[config.mk]
export PLATFORM = sky130hd
export DESIGN_NAME = dpsc_front
export DESIGN_NICKNAME = d
export VERILOG_FILES = /design/src/dpsc_pkg.sv /design/src/dpsc_front.sv
export SDC_FILE = /design/constraint.sdc
export NUM_CORES = 1
export LEC_CHECK = 0
export BUFFER_PORTS_ARGS = -buffer_cell sky130_fd_sc_hd__buf_2
export CAP_MARGIN = 25
export CORE_MARGIN = 4
export CORE_UTILIZATION = 35
export DETAILED_ROUTE_END_ITERATION = 16
export GPL_TIMING_DRIVEN = 0
export PLACE_DENSITY = 0.82
export SYNTH_ARGS = -nofsm -noshare
export SYNTH_HDL_FRONTEND = slang
export SYNTH_SLANG_ARGS = --single-unit
[constraint.sdc]
create_clock -name clock -period 1.2 [get_ports clock]
set_clock_uncertainty 0.1 [all_clocks]
set_input_delay 0.06 -clock clock [delete_from_list [all_inputs] [get_ports clock]]
set_output_delay 0.06 -clock clock [all_outputs]
set_load 0.005 [all_outputs]
[src/dpsc_pkg.sv]
package dpsc_pkg;

   localparam int SUM_W   = 11;
   localparam int TERM_W  = 5;
   localparam int COUNT_W = 32;

   localparam logic [COUNT_W-1:0] SAT_LIMIT = '1;

   typedef struct packed {
      logic [SUM_W-1:0]  target_sum;
      logic [TERM_W-1:0] term_count;
   } req_type;

   typedef struct packed {
      logic [COUNT_W-1:0] way_count;
      logic               count_saturated;
      logic               out_of_range;
   } rsp_type;

   typedef struct packed {
      logic              out_of_range;
      logic [SUM_W-1:0]  target_sum;
      logic [TERM_W-1:0] term_count;
   } query_type;

endpackage

[src/dpsc_front.sv]
module dpsc_front #(
   parameter int MAX_SUM   = 1024,
   parameter int MAX_TERMS = 16
) (
   input  logic                clock,
   input  logic                reset,
   input  logic                req_valid,
   output logic                req_ready,
   input  dpsc_pkg::req_type   req_item,
   output logic                q_valid,
   input  logic                q_ready,
   output dpsc_pkg::query_type q_item
);
   import dpsc_pkg::*;

   logic      ent_valid_ff;
   logic      ent_valid_in;
   query_type ent_ff;
   query_type ent_in;
   logic      oor;

   assign oor = (32'(req_item.target_sum) > 32'(MAX_SUM)) ||
                (32'(req_item.term_count) > 32'(MAX_TERMS));

   assign req_ready = !ent_valid_ff || q_ready;
   assign q_valid   = ent_valid_ff;
   assign q_item    = ent_ff;

   always_comb begin
      ent_valid_in = ent_valid_ff;
      ent_in       = ent_ff;
      if (ent_valid_ff && q_ready) begin
         ent_valid_in = 1'b0;
      end
      if (req_valid && req_ready) begin
         ent_valid_in        = 1'b1;
         ent_in.out_of_range = oor;
         ent_in.target_sum   = req_item.target_sum;
         ent_in.term_count   = req_item.term_count;
      end
   end

   always_ff @(posedge clock) begin
      if (reset) begin
         ent_valid_ff <= 1'b0;
      end else begin
         ent_valid_ff <= ent_valid_in;
      end
      ent_ff <= ent_in;
   end

endmodule

Word-level counts from Yosys, hierarchy flattened --
Index checks and enable logic that the tools add are counted.
Cells by class: magnitude comparators 2, multiplexer cells 2, reduce and logical (&&, ||, !) cells 6
Operators by type and width (count):
- greater-than comparator 11 bit, second input constant | 1
- greater-than comparator 5 bit, second input constant | 1
- logical AND 1 bit | 2
- logical OR 1 bit | 2
- two-way mux 1 bit | 2
- nonzero test 2 bit | 1
- zero test 1 bit | 1
Storage, ports and cells: bits in registers 18, logic and storage cells 14, output and inout port bits 19

Depth between registers and ports, before layout --
depth after elaboration 4, depth in mapped cells 3, depth with buffers taken out 3

Least setup slack after synthesis --
No wires, ideal clock.
path kind register to register, start point register ent_valid_ff (netlist: q_valid), end point register ent_ff, in the netlist q_item[0] (enable), stages on the path, launching flop included 3, slack -0.172 ns, data required time 0.725 ns, path buffers 0, arrival time 0.897 ns, cell sequence dfxtp_1 -> nand2b_1 -> and2_1
On the way: word-level cells in the longest chain between the ends 3
RTL lines:
- start: declaration | RTL line dpsc_front.sv:16 | logic ent_valid_ff;
- start signal: assignment | RTL line dpsc_front.sv:47 | ent_valid_ff <= ent_valid_in;
- zero test 1 bit | RTL line dpsc_front.sv:25 | assign req_ready = !ent_valid_ff || q_ready;
- logical OR 1 bit | RTL line dpsc_front.sv:25
- via req_ready | RTL line dpsc_front.sv:8 | output logic req_ready,
- logical AND 1 bit | RTL line dpsc_front.sv:35 | if (req_valid && req_ready) begin
- end signal: assignment | RTL line dpsc_front.sv:49 | ent_ff <= ent_in;
- end: declaration | RTL line dpsc_front.sv:18 | query_type ent_ff;
The timed path passes the listed nets, and every way through them passes these cells. A chain may end at the register's enable or synchronous reset.

Worst setup path in the final report --
start point input port req_item[3] in the netlist's numbering, end point register ent_ff, in the netlist q_item[16] (data pin)
On the way: word-level cells in the longest chain between the ends 2
RTL lines:
- start: declaration | RTL line dpsc_front.sv:9 | input dpsc_pkg::req_type req_item,
- greater-than comparator 5 bit | RTL line dpsc_front.sv:23 | (32'(req_item.term_count) > 32'(MAX_TERMS));
- logical OR 1 bit | RTL line dpsc_front.sv:22 | assign oor = (32'(req_item.target_sum) > 32'(MAX_SUM)) ||
- via oor | RTL line dpsc_front.sv:20 | logic oor;
The timed path passes the listed nets, and every way through them passes these cells.

==> summary.txt <==
Synth
  • Most common flop cell mapped by yosys: edfxtp_1
  • Syn Area/Cell: 22.2 um2
  • Part of the Yosys area used for sequential elements: 0.885
  • Netlist Area Pre-Place: 599 um2
  • Number of flops mapped to enable cells by yosys: 17
  • Post-synthesis adder-cell area fraction: 0
  • Post-synth top area share: 0.852
  • Ys async rst share: 0
  • Distinct cells, synth: 11
  • Mux contribution to synthesized area: 0
  • Largest family of logic cells by synthesized area: simple AND/OR/NAND/NOR gates
  • Yosys Warn Count: 0
  • Main area contributors after synthesis: edfxtp_1 (85%), dfxtp_1 (3.3%), o41ai_2 (2.7%)
  • Yosys reg bits: 18
  • Compound-Gate Fraction of Synth Area: 0.0501
  • Area leader, netlist: edfxtp_1
  • Most frequent cell after synthesis: edfxtp_1
  • Mapped Nets: 47
  • Simple-Gate Fraction of Synth Area: 0.0585
  • Post-Synthesis Cells: 27
  • Xor and xnor area share after synthesis: 0

Route
  • Final ANT Viol Nets: 0
  • Drt first pass iters: 1
  • # DRC: 0
  • Drt via density: 4.54
  • DRC marker count from the first detailed-route iteration: 0
  • Avg WL per Cell: 12.5 um
  • Via count: 459
  • Total Wirelength: 1260 um

Die
  • Starting density of the core: 0.384
  • Io pins: 39
  • Row count: 14
  • Die Ht: 49.4 um
  • Core area: 0.00156 mm2
  • DIE AREA: 0.00244 mm2
  • Die Wd: 49.4 um

Setup path
  • CP required: 1.13 ns
  • CP Capture Type: register
  • CP arrival: between 1 and 1.5 ns
  • Worst setup SP type: input pin
  • Worst setup path class: in -> reg
  • Max Fanout on Critical Path: 2

Placed design
  • Port-buffer cells: 38
  • Setup WS pre-CTS: -0.235 ns
  • Placer Congestion: 0.645

STA
  • Slew HR: 0.777
  • Final period demand of the worst path: 1.17 ns
  • Final-report max-slew violation count: 0
  • Highest Clock Rate: 0.854 GHz
  • Pin slew with the least headroom to its limit: 0.329 ns
  • RSZ-0062 raised after global routing: no
  • Setup ws final: 0.0294 ns
  • Hold Fails Final Rpt: 4
  • Period Utilization, post-route: 0.976
  • # setup viols final: 0
  • Hold Worst Slack: -0.128 ns

Power and ir drop
  • Leak: 0.427 nW
  • PD cells: around 1200 mW/mm2
  • Max VDD drop: 0.661 mV

CTS
  • Setup Fix Bufs, Post-CTS: 0
  • Number of CTS-inserted buffers: 3
  • TritonCTS clock tree: built
  • CTS Buffer Depth: 2
  • CTS Sinks: 18
  • Clock root buffer: clkbuf_4
  • Skew-Pair Late Insertion Delay: 0.27 ns
  • H-tree depth: 1
  • Clock-pin slew on the worst setup and hold paths: 0.09 ns

Layout
  • Share of layout cells above drive strength 1: 0.518
  • # diodes: 0
  • Layout area overhead: 66.6%
  • Final nets: between 100 and 150

Global routing
  • First-pass GRT wire length: 2220 um
  • Vias in the first global route: 516
  • Total GRT Usage: 0.124
  • Initial antenna violation count: 0
  • Largest net degree at the start of global routing: 18
  • Gr ovfl total: 0

Run status
  • Failing checks: hold timing
  • Status: complete, but fails checks

Worst hold path
  • Hold Crit Class: in -> reg

Job
  • MaxCap Viol Count: 0
layout make-up:
type,count,area (um2)
clock buffer,4,26.3
fill,119,561
inverter,1,3.75
multi-input combinational,8,67.6
sequential,18,531
tap,16,20.0
timing repair buffer,54,350
cell families after synthesis:
logic type | after synthesis
compound gates | 3
simple gates | 5
flops | 18
buf+inv | 1
final timing paths:
check                                 start          to  slack (ns)  cells after the start
worst min register to register      q_valid     q_valid        0.43                      2
worst min-delay path            req_item[2]   q_item[2]       -0.13                      1
worst max-delay path            req_item[3]  q_item[16]        0.03                      4
worst max register to register      q_valid   q_item[0]        0.09                      2
repair_timing:
item                                    in CTS  in global routing
pin swaps                                    0                  1
hold buffers                                15                  1
endpoints found under the hold margin       18                  4
endpoints found under the setup margin      17                  1
resized for setup                            1                  0
critical path, stage by stage:
cell	delay [ns]
dlygate4sd3_1	0.54
buf_2	0.13
o41ai_1	0.29
nand2_1	0.08
registers in the layout, indices dropped and copies added, names as in the netlist:
| name | cells |
|---|---|
| q_item | 17 |
| q_valid | 1 |
layer usage:
layer,track usage,share of wire
met3,0.0398,0.11
met5,0,0
met2,0.223,0.51
met4,0.0691,0.0095
met1,0.124,0.37
stage by stage:
stage / TNS (ns) / util / instance area [um2] / power [W] / cells
2_1_floorplan: -0.0683 / - / 601 / 0.000780 / 27
3_3_place_gp: -0.301 / 0.520 / 811 / 0.000853 / 81
3_5_place_dp: -1.11 / 0.520 / 811 / 0.000856 / 81
4_1_cts: 0 / 0.634 / 988 / 0.00118 / 100
5_1_grt: 0 / 0.640 / 998 / 0.00123 / 101
6_report: 0 / 0.640 / 998 / 0.00117 / 101
where the power goes:
part | internal (W) | leakage [nW] | total [W] | switching (W)
Sequential | 0.000729 | 0.172 | 0.000737 | 0.00000774
Combinational | 0.0000875 | 0.240 | 0.000145 | 0.0000572
Clock | 0.000129 | 0.0150 | 0.000287 | 0.000159
Total | 0.000945 | 0.427 | 0.00117 | 0.000224
placed cells by master, fill, tap and decap left out:
cell type | synthesis | final
and2_4 | 0 | 1
buf_2 | 0 | 38
a21oi_1 | 1 | 1
dlygate4sd3_1 | 0 | 16
o41ai_2 | 1 | 1
nand2_1 | 1 | 1
edfxtp_1 | 17 | 17
or4_4 | 1 | 1
clkbuf_1 | 0 | 1
clkbuf_4 | 0 | 3
nand2b_1 | 1 | 1
dfxtp_1 | 1 | 1
inv_1 | 1 | 1
o41ai_1 | 1 | 1
or4_1 | 1 | 1
Power figures use the tool's default switching activity.
