$ cat src/dpsc_pkg.sv
package dpsc_pkg;

   localparam int SUM_W   = 11;
   localparam int TERM_W  = 5;
   localparam int COUNT_W = 32;

   localparam logic [COUNT_W-1:0] SAT_LIMIT = '1;

   typedef struct packed {
      logic [SUM_W-1:0]  target_sum;
      logic [TERM_W-1:0] term_count;
   } req_type;

   typedef struct packed {
      logic [COUNT_W-1:0] way_count;
      logic               count_saturated;
      logic               out_of_range;
   } rsp_type;

   typedef struct packed {
      logic              out_of_range;
      logic [SUM_W-1:0]  target_sum;
      logic [TERM_W-1:0] term_count;
   } query_type;

endpackage

$ cat src/dpsc_queue.sv
module dpsc_queue (
   input  logic                clock,
   input  logic                reset,
   input  logic                push_valid,
   output logic                push_ready,
   input  dpsc_pkg::query_type push_item,
   output logic                pop_valid,
   input  logic                pop_ready,
   output dpsc_pkg::query_type pop_item
);
   import dpsc_pkg::*;

   localparam int DEPTH = 2;
   localparam int PW    = $clog2(DEPTH);
   localparam int NW    = $clog2(DEPTH + 1);

   query_type         slot_ff [DEPTH];
   logic [PW-1:0]     wr_ptr_ff;
   logic [PW-1:0]     wr_ptr_in;
   logic [PW-1:0]     rd_ptr_ff;
   logic [PW-1:0]     rd_ptr_in;
   logic [NW-1:0]     count_ff;
   logic [NW-1:0]     count_in;
   logic              push;
   logic              pop;

   assign push_ready = count_ff != NW'(DEPTH);
   assign pop_valid  = count_ff != '0;
   assign pop_item   = slot_ff[rd_ptr_ff];
   assign push       = push_valid && push_ready;
   assign pop        = pop_valid && pop_ready;

   always_comb begin
      wr_ptr_in = wr_ptr_ff;
      rd_ptr_in = rd_ptr_ff;
      count_in  = count_ff;
      if (push) begin
         wr_ptr_in = (wr_ptr_ff == PW'(DEPTH - 1)) ? '0 : wr_ptr_ff + PW'(1);
      end
      if (pop) begin
         rd_ptr_in = (rd_ptr_ff == PW'(DEPTH - 1)) ? '0 : rd_ptr_ff + PW'(1);
      end
      if (push && !pop) begin
         count_in = count_ff + NW'(1);
      end else if (pop && !push) begin
         count_in = count_ff - NW'(1);
      end
   end

   always_ff @(posedge clock) begin
      if (reset) begin
         wr_ptr_ff <= '0;
         rd_ptr_ff <= '0;
         count_ff  <= '0;
      end else begin
         wr_ptr_ff <= wr_ptr_in;
         rd_ptr_ff <= rd_ptr_in;
         count_ff  <= count_in;
      end
      if (push) begin
         slot_ff[wr_ptr_ff] <= push_item;
      end
   end

endmodule

$ cat config.mk
export PLATFORM = sky130hd
export DESIGN_NAME = dpsc_queue
export DESIGN_NICKNAME = d
export VERILOG_FILES = /design/src/dpsc_pkg.sv /design/src/dpsc_queue.sv
export SDC_FILE = /design/constraint.sdc
export NUM_CORES = 1
export LEC_CHECK = 0
export ABC_AREA = 1
export BUFFER_PORTS_ARGS = -buffer_cell sky130_fd_sc_hd__buf_4
export CORE_AREA = 2 2 62 64
export DETAILED_ROUTE_END_ITERATION = 7
export DIE_AREA = 0 0 64 66
export GPL_ROUTABILITY_DRIVEN = 1
export PLACE_DENSITY_LB_ADDON = 0.1
export SLEW_MARGIN = 30
export SYNTH_ARGS = -nofsm -noshare
export SYNTH_HDL_FRONTEND = slang
export SYNTH_SLANG_ARGS = --single-unit
$ cat constraint.sdc
create_clock -name clock -period 4.7 [get_ports clock]
set_clock_uncertainty 0.2 [all_clocks]
set_input_delay 0.235 -clock clock [delete_from_list [all_inputs] [get_ports clock]]
set_output_delay 0.235 -clock clock [all_outputs]
set_load 0.01 [all_outputs]
# --- Word level (Yosys, flattened, before mapping) ---
# Memories as Yosys holds them, arrays and structs flattened. A register that Yosys moved wholly into a read port is not among the register bits.
# Index checks and enable logic that the tools add are counted.
totals:
  mem_bits_ro: 0
  wordCells: 25
  out_inout_bits: 19
  memories: 1
  latchBits: 0
  register_bits: 4
  ram_bits: 34
mem_list:
  columns: ["memory", "depth", "width", "read_ports", "rd_clocked_by_memory_dff", "wr", "line_no", "rtl"]
  rows:
  - ["slot_ff", 2, 17, 1, 1, 1, "dpsc_queue.sv:17", "query_type slot_ff [DEPTH];"]
op_classes:
  n_lt_le_gt_ge: 0
  mux: 8
  n_addsub: 4
  n_eq_ne: 1
  bitwise: 0
  div: 0
  n_shift: 0
  multipliers: 0
  n_reduce_logical: 8
ops:
  columns: ["op", "count"]
  rows:
  - ["two-way mux 1 bit", 6]
  - ["logical AND 1 bit", 4]
  - ["two-way mux 2 bit", 2]
  - ["nonzero test 2 bit", 2]
  - ["adder 1 bit (second input constant)", 2]
  - ["adder 2 x 1 -> 2 bit (second input constant)", 1]
  - ["logical NOT 1 bit", 2]
  - ["!= test 2 bit (second input constant)", 1]
  - ["subtractor 2 x 1 -> 2 bit (second input constant)", 1]

# --- Logic depth before layout (Yosys ltp) ---
# Gate-level depths: netlist of the first run.
depth:
  word_depth: 6
  mapped_depth: 11
  ltp_nobuf: 11

# --- Worst setup path before layout of the first run ---
# OpenSTA, ideal clock, no wires.
synth_timing:
  path_kind: "register to register"
  start: "register count_ff[0]"
  end: "memory slot_ff[1][0] (netlist bit), enable pin"
  arrival_time_ps: 1346
  path_slack_ps: 2763
  period_less_slack_ps: 1937
  stages_incl_launch_ff: 5
  setup_time_ps: 391
  cell_sequence: "dfxtp_1 > inv_1 > nand2_1 > nand2_1 > nor2_1"
synth_via:
  elab_chain_len: 4
synth_lines:
  columns: ["item", "line_no", "rtl"]
  rows:
  - ["start, declared", "dpsc_queue.sv:22", "logic [NW-1:0] count_ff;"]
  - ["start signal, assigned", "dpsc_queue.sv:58", "count_ff <= count_in;"]
  - ["!= test 2 bit", "dpsc_queue.sv:27", "assign push_ready = count_ff != NW'(DEPTH);"]
  - ["net push_ready", "dpsc_queue.sv:5", "output logic push_ready,"]
  - ["logical AND 1 bit", "dpsc_queue.sv:30", "assign push = push_valid && push_ready;"]
  - ["two-way mux 1 bit", "dpsc_queue.sv:60", "if (push) begin"]
  - ["two-way mux 1 bit (not written as such)", "dpsc_queue.sv:61", "slot_ff[wr_ptr_ff] <= push_item;"]
  - ["end, declared", "dpsc_queue.sv:17", null]
# The timed path passes the listed nets, and every way through them passes these cells.

==> results of run 1 <==
## flip-flops by register name (all words and copies together) (netlist names), named ones only
register,count
count_ff,2
wr_ptr_ff,1
rd_ptr_ff,1
slot_ff,34
## where the power goes
| part | switching (W) | internal, W |
|---|---|---|
| combinational | 0.000131 | 0.000160 |
| sequential | 0.0000353 | 0.000440 |
| clock | 0.000104 | 0.000126 |
| total | 0.000270 | 0.000726 |
## per-layer routing
metal,vias up,track usage,routed length [um]
met5,-,0,0
met3,6,0.0528,158
met2,29,0.236,1280
met1,413,0.133,973
li1,447,-,-
met4,0,0.0761,51
## worst max path at each step
stage / from / endpoint / slack (ns) / cells past startpoint
2_1_floorplan: count_ff[0] / slot_ff[1][0] / 2.76 / 4
3_3_place_gp: register / pop_item[0] / 2.73 / 2
3_5_place_dp: register / pop_item[0] / 2.74 / 2
4_1_cts: register / pop_item[0] / 2.34 / 2
5_1_grt: register / pop_item[0] / 2.58 / 2
6_report: register / pop_item[4] / 2.72 / 2
## worst max-delay path: cells and delay by family (launching register included)
kind | cells | cell delay, ns
DFF | 1 | 0.66
muxes | 1 | 0.40
buffers and inverters | 1 | 0.14
## cells in the final DEF, fill, tap and decap left out, types with 2 or more instances in the layout
cell,n
mux2_4,10
edfxtp_1,34
nor2_1,5
dfxtp_1,4
inv_1,8
mux2_2,7
nand3_1,2
nand2_1,9
dlygate4sd3_1,19
nor2_2,2
clkbuf_4,5
a21oi_1,2
o21ai_0,2
buf_4,39
## repair_timing
item                                    in CTS  in global routing
hold buffers                                19                  0
endpoints found under the setup margin       0                  0
hold endpoints to repair                    39                  0
## through the flow
stage          hold WS, ns  cells  worst slack [ns]
2_1_floorplan        0.134     90              2.76
3_3_place_gp         0.220    175              2.73
3_5_place_dp         0.224    175              2.74
4_1_cts             0.0981    202              2.34
5_1_grt              0.117    202              2.58
6_report             0.112    202              2.72
## layout make-up
class / instances / share of cell area
flip-flops and latches: 39 / 0.528
clock buffers: 6 / 0.0241
repair buffers: 58 / 0.227
inverters: 8 / 0.0141
well taps: 48 / 0.0283
multi-input cells: 41 / 0.161
clock inverters: 2 / 0.0165
## logic make-up after synthesis
logic type,synth area share
mux,0.151
fa+ha+maj,0.00823
simple gates,0.0502
compound gates,0.0132
buf+inv,0.0403
flops,0.737
==> flow_summary_export.csv, run 1 <==
group,metric,value,unit
cts,postCtsSetupBuffers,0,
timing,fin_crit_sh,0.422,
setup_path,worstPathRequired,4.26,ns
global_route,grt_pass1_wl,4.01,mm
drt,dr.pass1.iters,4,
drt,drc,0,
logic_synthesis,yosysMostFrequentCell,"edfxtp_1",
setup_path,end_kind,"output port",
floorplan,dieArea,4220,sq um
drt,wl_per_cell,12.2,um
setup_path,worstPathArrival,1.55,ns
finish,layout.nets,175,
floorplan,core_area,3550,sq um
cts,max-clock-path-buffers,2,
setup_path,start_kind,"register",
finish,stdcell_area,2120,sq um
floorplan,rows,22,
worst_hold_path,holdPathEnd,"wr_ptr_ff",
place,numPortBuffers,39,
worst_hold_path,hold_class,"input port to register",
floorplan,ios,40,
floorplan,die_height,66,um
global_route,grt_antenna_before_repair,0,
global_route,grt_pass1_vias,896,
drt,vias,895,
cts,htreeDepth,2,
job,max_cap_viol_count,0,
logic_synthesis,yosys-top-cells-count,"34 x edfxtp_1, 10 x mux2_4, 9 x nand2_1",
setup_path,cpPeakStageDelay,0.66,ns
finish,n_fill_cell,293,
timing,hold_violations,0,
cts,insertion_delay,0.34,ns
logic_synthesis,synth_area_leaders,"edfxtp_1 67%, mux2_4 9.9%, dfxtp_1 6.6%, mux2_2 5.2%, nand2_1 2.2%",
global_route,gr-total-overflow,0,
logic_synthesis,yosysUniqueCellTypes,14,
global_route,grt_usage,0.133,
place,dpl-instance-area,1850,sq um
floorplan,die_w,64,um
timing,worstMarginPinSlew,0.912,ns
drt,drt-total-wl,2.46,mm
logic_synthesis,yosys_warnings,0,
floorplan,initial_core_util,0.428,
global_route,grt_max_degree,18,
logic_synthesis,syn_area,1520,sq um
place,dp_hpwl,1.59,mm
logic_synthesis,netlist_instances,90,
power_and_ir_drop,leakagePower,0.861,nW
cts,cts_sinks,39,
logic_synthesis,async_reset_ff_frac,0,
timing,period_minus_slack,1.98,ns
logic_synthesis,yosysSeqAreaShare,0.737,
timing,rsz0062_at_grt,"false",
drt,first_iter_violations,14,
drt,viasPerCell,4.43,
timing,tns,0,ns
cts,cts-resized-gates,0,
setup_path,cp_cell_sequence,"mux2_2 > buf_4",
setup_path,critical_path.slowest_cell,"dfxtp_2",
setup_path,r2r_slack,2.79,ns
setup_path,path_max_fanout,17,
cts,cts_tree,"yes",
logic_synthesis,ys_ff_latch,39,
timing,setup_viol,0,
setup_path,r2r-end,"slot_ff[1][1]",
setup_path,r2r_start,"count_ff[0]",
logic_synthesis,synth_edf_count,34,
logic_synthesis,synth_top_area_frac,0.672,
finish,antenna_cells,0,
timing,fmax,504,MHz
run_status,status,"finished clean",
logic_synthesis,synth_flop_cell,"edfxtp_1",
finish,utilization,0.598,
finish,areaGrowthSynthToFinish,39.8,%
power_and_ir_drop,vdd_ir_drop_max,0.000233,V
timing,slew_headroom,0.391,
worst_hold_path,hold_start,"push_valid",
finish,seqCellArea,1120,sq um
timing,finalMaxSlewViolations,0,
power_and_ir_drop,power_density,469,nW/um^2
drt,ant_nets,0,
finish,final_layout_size_suffix_gt1_frac,0.435,
setup_path,reg2reg_depth,4,
setup_path,worstSetupPathType,"register to output port",
logic_synthesis,syn_nets,112,
place,place_congestion,0.617,
logic_synthesis,yosys.area.top_type,"edfxtp_1",
logic_synthesis,synth.avg_cell_area,16.9,sq um
cts,cts.clk_slew.worst_paths,0.11,ns
cts,cts_made_buffers,5,
power_and_ir_drop,power,0.000996,W
worst_hold_path,min_path_cells,4,
cts,clockRootBuffer,"clkbuf_4",
finish,multi_input_area,343,sq um
(Power assumes the default switching activity.)
==> inputs of run 2 (changes only) <==
==> constraint.sdc (replaced) <==
create_clock -name clock -period 1.65 [get_ports clock]
set_clock_uncertainty 0.2 [all_clocks]
set_input_delay 0.0825 -clock clock [delete_from_list [all_inputs] [get_ports clock]]
set_output_delay 0.0825 -clock clock [all_outputs]
set_load 0.01 [all_outputs]
==> run 2 against run 1 <==
Effect of this change:
- clock power grew 86%
- highest routed layer unchanged
- cell count rose by 4.5%
- non-clock buffer count is 9 higher
- clock-buffer cell count unchanged
- critical endpoint is now pop_item[16]
- global-route usage up 0.81 points
- critical path depth is 1 higher
==> flow_summary_export.csv, run 2 (synthesis results as in run 1) <==
group,metric,value,unit
cts,max-clock-path-buffers,2,
cts,cts_tree,"yes",
cts,clockRootBuffer,"clkbuf_4",
cts,cts_sinks,39,
setup_path,cpPeakStageDelay,0.41,ns
setup_path,r2r_start,"count_ff[0]",
cts,cts.clk_slew.worst_paths,0.10,ns
drt,wl_per_cell,12.6,um
timing,period_minus_slack,1.62,ns
drt,first_iter_violations,12,
finish,largestRegisters,"slot_ff x34, count_ff x2",
floorplan,die_w,64,um
global_route,grt_pass1_wl,4.34,mm
timing,finalMaxSlewViolations,0,
floorplan,core_area,3550,sq um
finish,regMostFlops,"slot_ff",
place,place_congestion,0.642,
timing,fmax,617,MHz
power_and_ir_drop,p_comb_frac,0.384,
setup_path,cp_num_buf_inv,2,
power_and_ir_drop,pwr-share-seq,0.466,
floorplan,die_height,66,um
setup_path,worstSetupPathType,"register to output port",
worst_hold_path,hold_class,"input port to register",
timing,hold_violations,0,
timing,setup_viol,0,
setup_path,critical_path.slowest_cell,"dfxtp_4",
timing,fin_crit_sh,0.982,
power_and_ir_drop,power_density,1260,nW/um^2
setup_path,worstPathRequired,1.37,ns
power_and_ir_drop,p_sw_frac,0.281,
power_and_ir_drop,leakagePower,0.914,nW
global_route,grt_max_degree,12,
setup_path,cp_top_family,"flip-flops",
place,numPortBuffers,39,
finish,layout_common_cells,"36 x buf_4, 34 x edfxtp_1, 20 x dlygate4sd3_1",
finish,layout.nets,184,
cts,htreeDepth,2,
drt,drt-total-wl,2.66,mm
drt,dr.pass1.iters,4,
power_and_ir_drop,p_sw,0.000796,W
timing,tns,0,ns
floorplan,dieArea,4220,sq um
global_route,grt.met3_usage,0.0579,
power_and_ir_drop,p_int,0.00204,W
setup_path,worstPathArrival,1.34,ns
power_and_ir_drop,vdd_ir_drop_max,0.000708,V
power_and_ir_drop,p_clk_frac,0.150,
global_route,grt_pass1_vias,1004,
finish,antenna_cells,0,
setup_path,path_max_fanout,6,
timing,rsz0062_at_grt,"true",
global_route,gr-total-overflow,0,
global_route,busiest_layer,"met2",
job,max_cap_viol_count,0,
global_route,grtUsageMet1,0.140,
timing,worstMarginPinSlew,0.202,ns
setup_path,reg2reg_depth,6,
worst_hold_path,min_path_cells,2,
global_route,grt_antenna_before_repair,0,
finish,final_common_cell,"buf_4",
floorplan,rows,22,
setup_path,r2r-end,"slot_ff[1][2]",
setup_path,start_kind,"register",
global_route,grt_usage,0.142,
global_route,grtUsageMet2,0.257,
setup_path,r2r_slack,0.08,ns
drt,drc,0,
drt,viasPerCell,4.53,
place,dp_hpwl,1.80,mm
setup_path,endpoint,"pop_item[16]",
finish,utilization,0.636,
finish,final_layout_size_suffix_gt1_frac,0.460,
drt,ant_nets,0,
finish,areaGrowthSynthToFinish,48.5,%
floorplan,initial_core_util,0.428,
cts,insertion_delay,0.32,ns
setup_path,cp_cell_sequence,"buf_6 > mux2_2 > buf_4",
drt,vias,955,
timing,slew_headroom,0.864,
cts,cts_made_buffers,5,
run_status,status,"finished clean",
floorplan,ios,40,
setup_path,end_kind,"output port",
finish,largest_reg_flops,34,
setup_path,critical_path_depth,3,
==> run 2: repair_timing <==
action | CTS | global route
buffers inserted | 0 | 1
gates cloned | 1 | 0
hold buffers | 20 | 0
endpoints found under the setup margin | 12 | 14
pin swaps | 0 | 1
gates resized for setup | 8 | 8
hold endpoints to repair | 39 | 0
==> run 2: worst min-delay path by stage <==
stage	from	to
after floorplan	push_item[0]	slot_ff[0][0]
after global placement	push_item[14]	slot_ff[0][14]
after detailed placement	push_item[8]	slot_ff[0][8]
after CTS	push_item[16]	slot_ff[0][16]
after global routing	push_item[0]	slot_ff[0][0]
final	push_item[16]	slot_ff[0][16]
==> run 2: per-stage QoR <==
stage | setup slack, ns | power (W) | cell area, sq um | std cells | hold slack, ns
final | 0.0291 | 0.00283 | 2260 | 211 | 0.280
after global routing | -0.0493 | 0.00300 | 2260 | 211 | 0.254
after CTS | -0.00684 | 0.00281 | 2210 | 210 | 0.258
after detailed placement | 0.00344 | 0.00227 | 1920 | 181 | 0.0699
after global placement | 0.100 | 0.00223 | 1920 | 181 | 0.0678
after floorplan | -0.0316 | 0.00188 | 1530 | 90 | -0.0186
==> run 2: metal layers <==
| layer | part of all wire | vias up |
|---|---|---|
| met2 | 0.56 | 29 |
| met1 | 0.37 | 447 |
| met3 | 0.052 | 7 |
| li1 | - | 472 |
| met5 | 0 | - |
| met4 | 0.022 | 0 |
==> run 2: power by group through the flow <==
| stage | sequential (W) | combinational [W] | clock, W |
|---|---|---|---|
| after floorplan | 0.00131 | 0.000566 | 0 |
| after global placement | 0.00131 | 0.000920 | 0 |
| after detailed placement | 0.00132 | 0.000944 | 0 |
| after CTS | 0.00132 | 0.00104 | 0.000447 |
| after global routing | 0.00134 | 0.00118 | 0.000489 |
| final | 0.00132 | 0.00109 | 0.000425 |
==> run 2: cell type report <==
class,count,area (sq um)
Clock inverter,2,7.51
Inverter,8,30.0
Multi-Input combinational cell,41,362
Fill cell,288,1290
Clock buffer,6,41.3
Sequential cell,39,1120
Timing Repair Buffer,67,632
Tap cell,48,60.1
==> inputs of run 3 (changes only) <==
--- a/config.mk
+++ b/config.mk
@@ -6,10 +6,10 @@
 export NUM_CORES = 1
 export LEC_CHECK = 0
 export ABC_AREA = 1
-export BUFFER_PORTS_ARGS = -buffer_cell sky130_fd_sc_hd__buf_4
 export CORE_AREA = 2 2 62 64
 export DETAILED_ROUTE_END_ITERATION = 7
 export DIE_AREA = 0 0 64 66
+export DONT_BUFFER_PORTS = 1
 export GPL_ROUTABILITY_DRIVEN = 1
 export PLACE_DENSITY_LB_ADDON = 0.1
 export SLEW_MARGIN = 30
==> constraint.sdc (replaced) <==
create_clock -name clock -period 1.65 [get_ports clock]
set_clock_uncertainty 0.2 [all_clocks]
set_input_delay 0.165 -clock clock [delete_from_list [all_inputs] [get_ports clock]]
set_output_delay 0.165 -clock clock [all_outputs]
set_load 0.01 [all_outputs]
==> run 3 against run 2 <==
Effect of this change:
- die area did not move
- highest routed layer unchanged
- total power decreased by 11%
- non-clock buffer count shrank 37
- largest power group unchanged
- critical path type unchanged
- combinational power is 28% lower
- critical path depth down 1
- worst setup slack gained 0.048 ns
==> flow_summary_export.csv, run 3 (synthesis results as in run 1) <==
group,metric,value,unit
timing,rsz0062_at_grt,"false",
timing,worstMarginPinSlew,0.173,ns
setup_path,cp_cell_sequence,"buf_6 > mux2_2",
job,max_cap_viol_count,0,
floorplan,die_height,66,um
setup_path,cpPeakStageDelay,0.37,ns
drt,viasPerCell,4.72,
cts,max-clock-path-buffers,2,
place,dpl-instance-area,1630,sq um
finish,regMostFlops,"slot_ff",
drt,ant_nets,0,
floorplan,rows,22,
global_route,grt_max_degree,12,
setup_path,reg2reg_depth,10,
finish,antenna_cells,0,
place,dp_hpwl,1.58,mm
timing,fin_crit_sh,0.953,
timing,setup_viol,0,
finish,n_fill_cell,323,
floorplan,initial_core_util,0.428,
drt,first_iter_violations,29,
setup_path,r2r_slack,0.13,ns
cts,htreeDepth,2,
global_route,grt_pass1_vias,869,
floorplan,dieArea,4220,sq um
finish,final_cells,174,
timing,period_minus_slack,1.57,ns
cts,cts.clk_slew.worst_paths,0.11,ns
place,numPortBuffers,0,
setup_path,start_kind,"register",
finish,stdcell_area,1900,sq um
power_and_ir_drop,power_density,1320,nW/um^2
setup_path,critical_path.slowest_cell,"dfxtp_2",
setup_path,worstSetupPathType,"register to output port",
setup_path,path_max_fanout,6,
drt,drt-total-wl,2.31,mm
finish,areaGrowthSynthToFinish,25.1,%
drt,drc,0,
floorplan,core_area,3550,sq um
power_and_ir_drop,leakagePower,0.715,nW
finish,largest_reg_flops,34,
cts,clockRootBuffer,"clkbuf_4",
drt,vias,822,
finish,final_layout_size_suffix_gt1_frac,0.294,
global_route,grt_antenna_before_repair,0,
drt,wl_per_cell,13.3,um
setup_path,worstPathRequired,1.28,ns
cts,insertion_delay,0.32,ns
timing,tns,0,ns
drt,dr.pass1.iters,4,
cts,cts_sinks,39,
setup_path,r2r_start,"count_ff[0]",
cts,cts_made_buffers,5,
timing,finalMaxSlewViolations,0,
power_and_ir_drop,vdd_ir_drop_max,0.000671,V
setup_path,endpoint,"pop_item[4]",
finish,final_common_cell,"edfxtp_1",
floorplan,ios,40,
timing,hold_slack,0.280,ns
finish,layout.nets,147,
global_route,grt_pass1_wl,3.90,mm
global_route,grt_usage,0.127,
setup_path,end_kind,"output port",
timing,fmax,636,MHz
setup_path,worstPathArrival,1.21,ns
timing,slew_headroom,0.884,
finish,largestRegisters,"slot_ff x34, count_ff x2",
place,place_congestion,0.662,
place,placed_cells,146,
place,pre_cts_ws,0.0831,ns
floorplan,die_w,64,um
setup_path,r2r-end,"count_ff[1]",
run_status,status,"finished clean",
timing,hold_violations,0,
finish,layout_common_cells,"34 x edfxtp_1, 20 x dlygate4sd3_1, 11 x mux2_4",
cts,cts_tree,"yes",
global_route,gr-total-overflow,0,
timing,fin_ws,0.0772,ns
cts,postCtsSetupBuffers,0,
worst_hold_path,hold_class,"input port to register",
==> run 3: power by group <==
group	switching, W	internal, W	leakage (nW)
combinational	0.000400	0.000380	0.329
clock	0.000277	0.000158	0.0273
sequential	0.0000519	0.00125	0.359
==> run 3: cell type report <==
cell class	count	area, sq um	area share
Sequential cell	39	1120	0.590
Timing Repair Buffer	30	292	0.153
Tap cell	48	60.1	0.0316
Clock inverter	2	7.51	0.00395
Multi-Input combinational cell	41	349	0.184
Inverter	8	30.0	0.0158
Clock buffer	6	41.3	0.0217
==> run 3: stage by stage <==
step	utilization	total power, W
finish	0.536	0.00252
CTS	0.531	0.00254
detailed placement	0.459	0.00204
global placement	0.459	0.00202
global route	0.536	0.00267
floorplan	-	0.00188
==> run 3: layer usage <==
metal	part of all wire	up-vias	wire length [um]	track usage
met5	0	-	0	0
met4	0.0095	0	22	0.0652
met3	0.065	2	150	0.0545
met2	0.54	24	1250	0.225
met1	0.38	401	883	0.126
li1	-	395	-	-
==> run 3: critical path, delay by kind of cell, from the launching register on <==
| kind | cells | cell delay, ns |
|---|---|---|
| multiplexers | 1 | 0.37 |
| buffers and inverters | 1 | 0.13 |
| flip-flops | 1 | 0.37 |
==> run 3: worst min-delay path by stage <==
stage	from	to	slack, ns	cells past startpoint
detailed placement	push_item[7]	slot_ff[1][7]	0.06	0
finish	push_item[16]	slot_ff[1][16]	0.28	1
global placement	push_item[15]	slot_ff[0][15]	0.06	0
floorplan	push_item[0]	slot_ff[0][0]	0.06	0
CTS	push_item[16]	slot_ff[0][16]	0.26	1
global route	push_item[1]	slot_ff[0][1]	0.26	1
==> run 3: repair_timing <==
item	CTS	global route
gates resized for setup	3	5
endpoints found under the hold margin	39	0
hold buffers	20	0
endpoints found under the setup margin	3	9
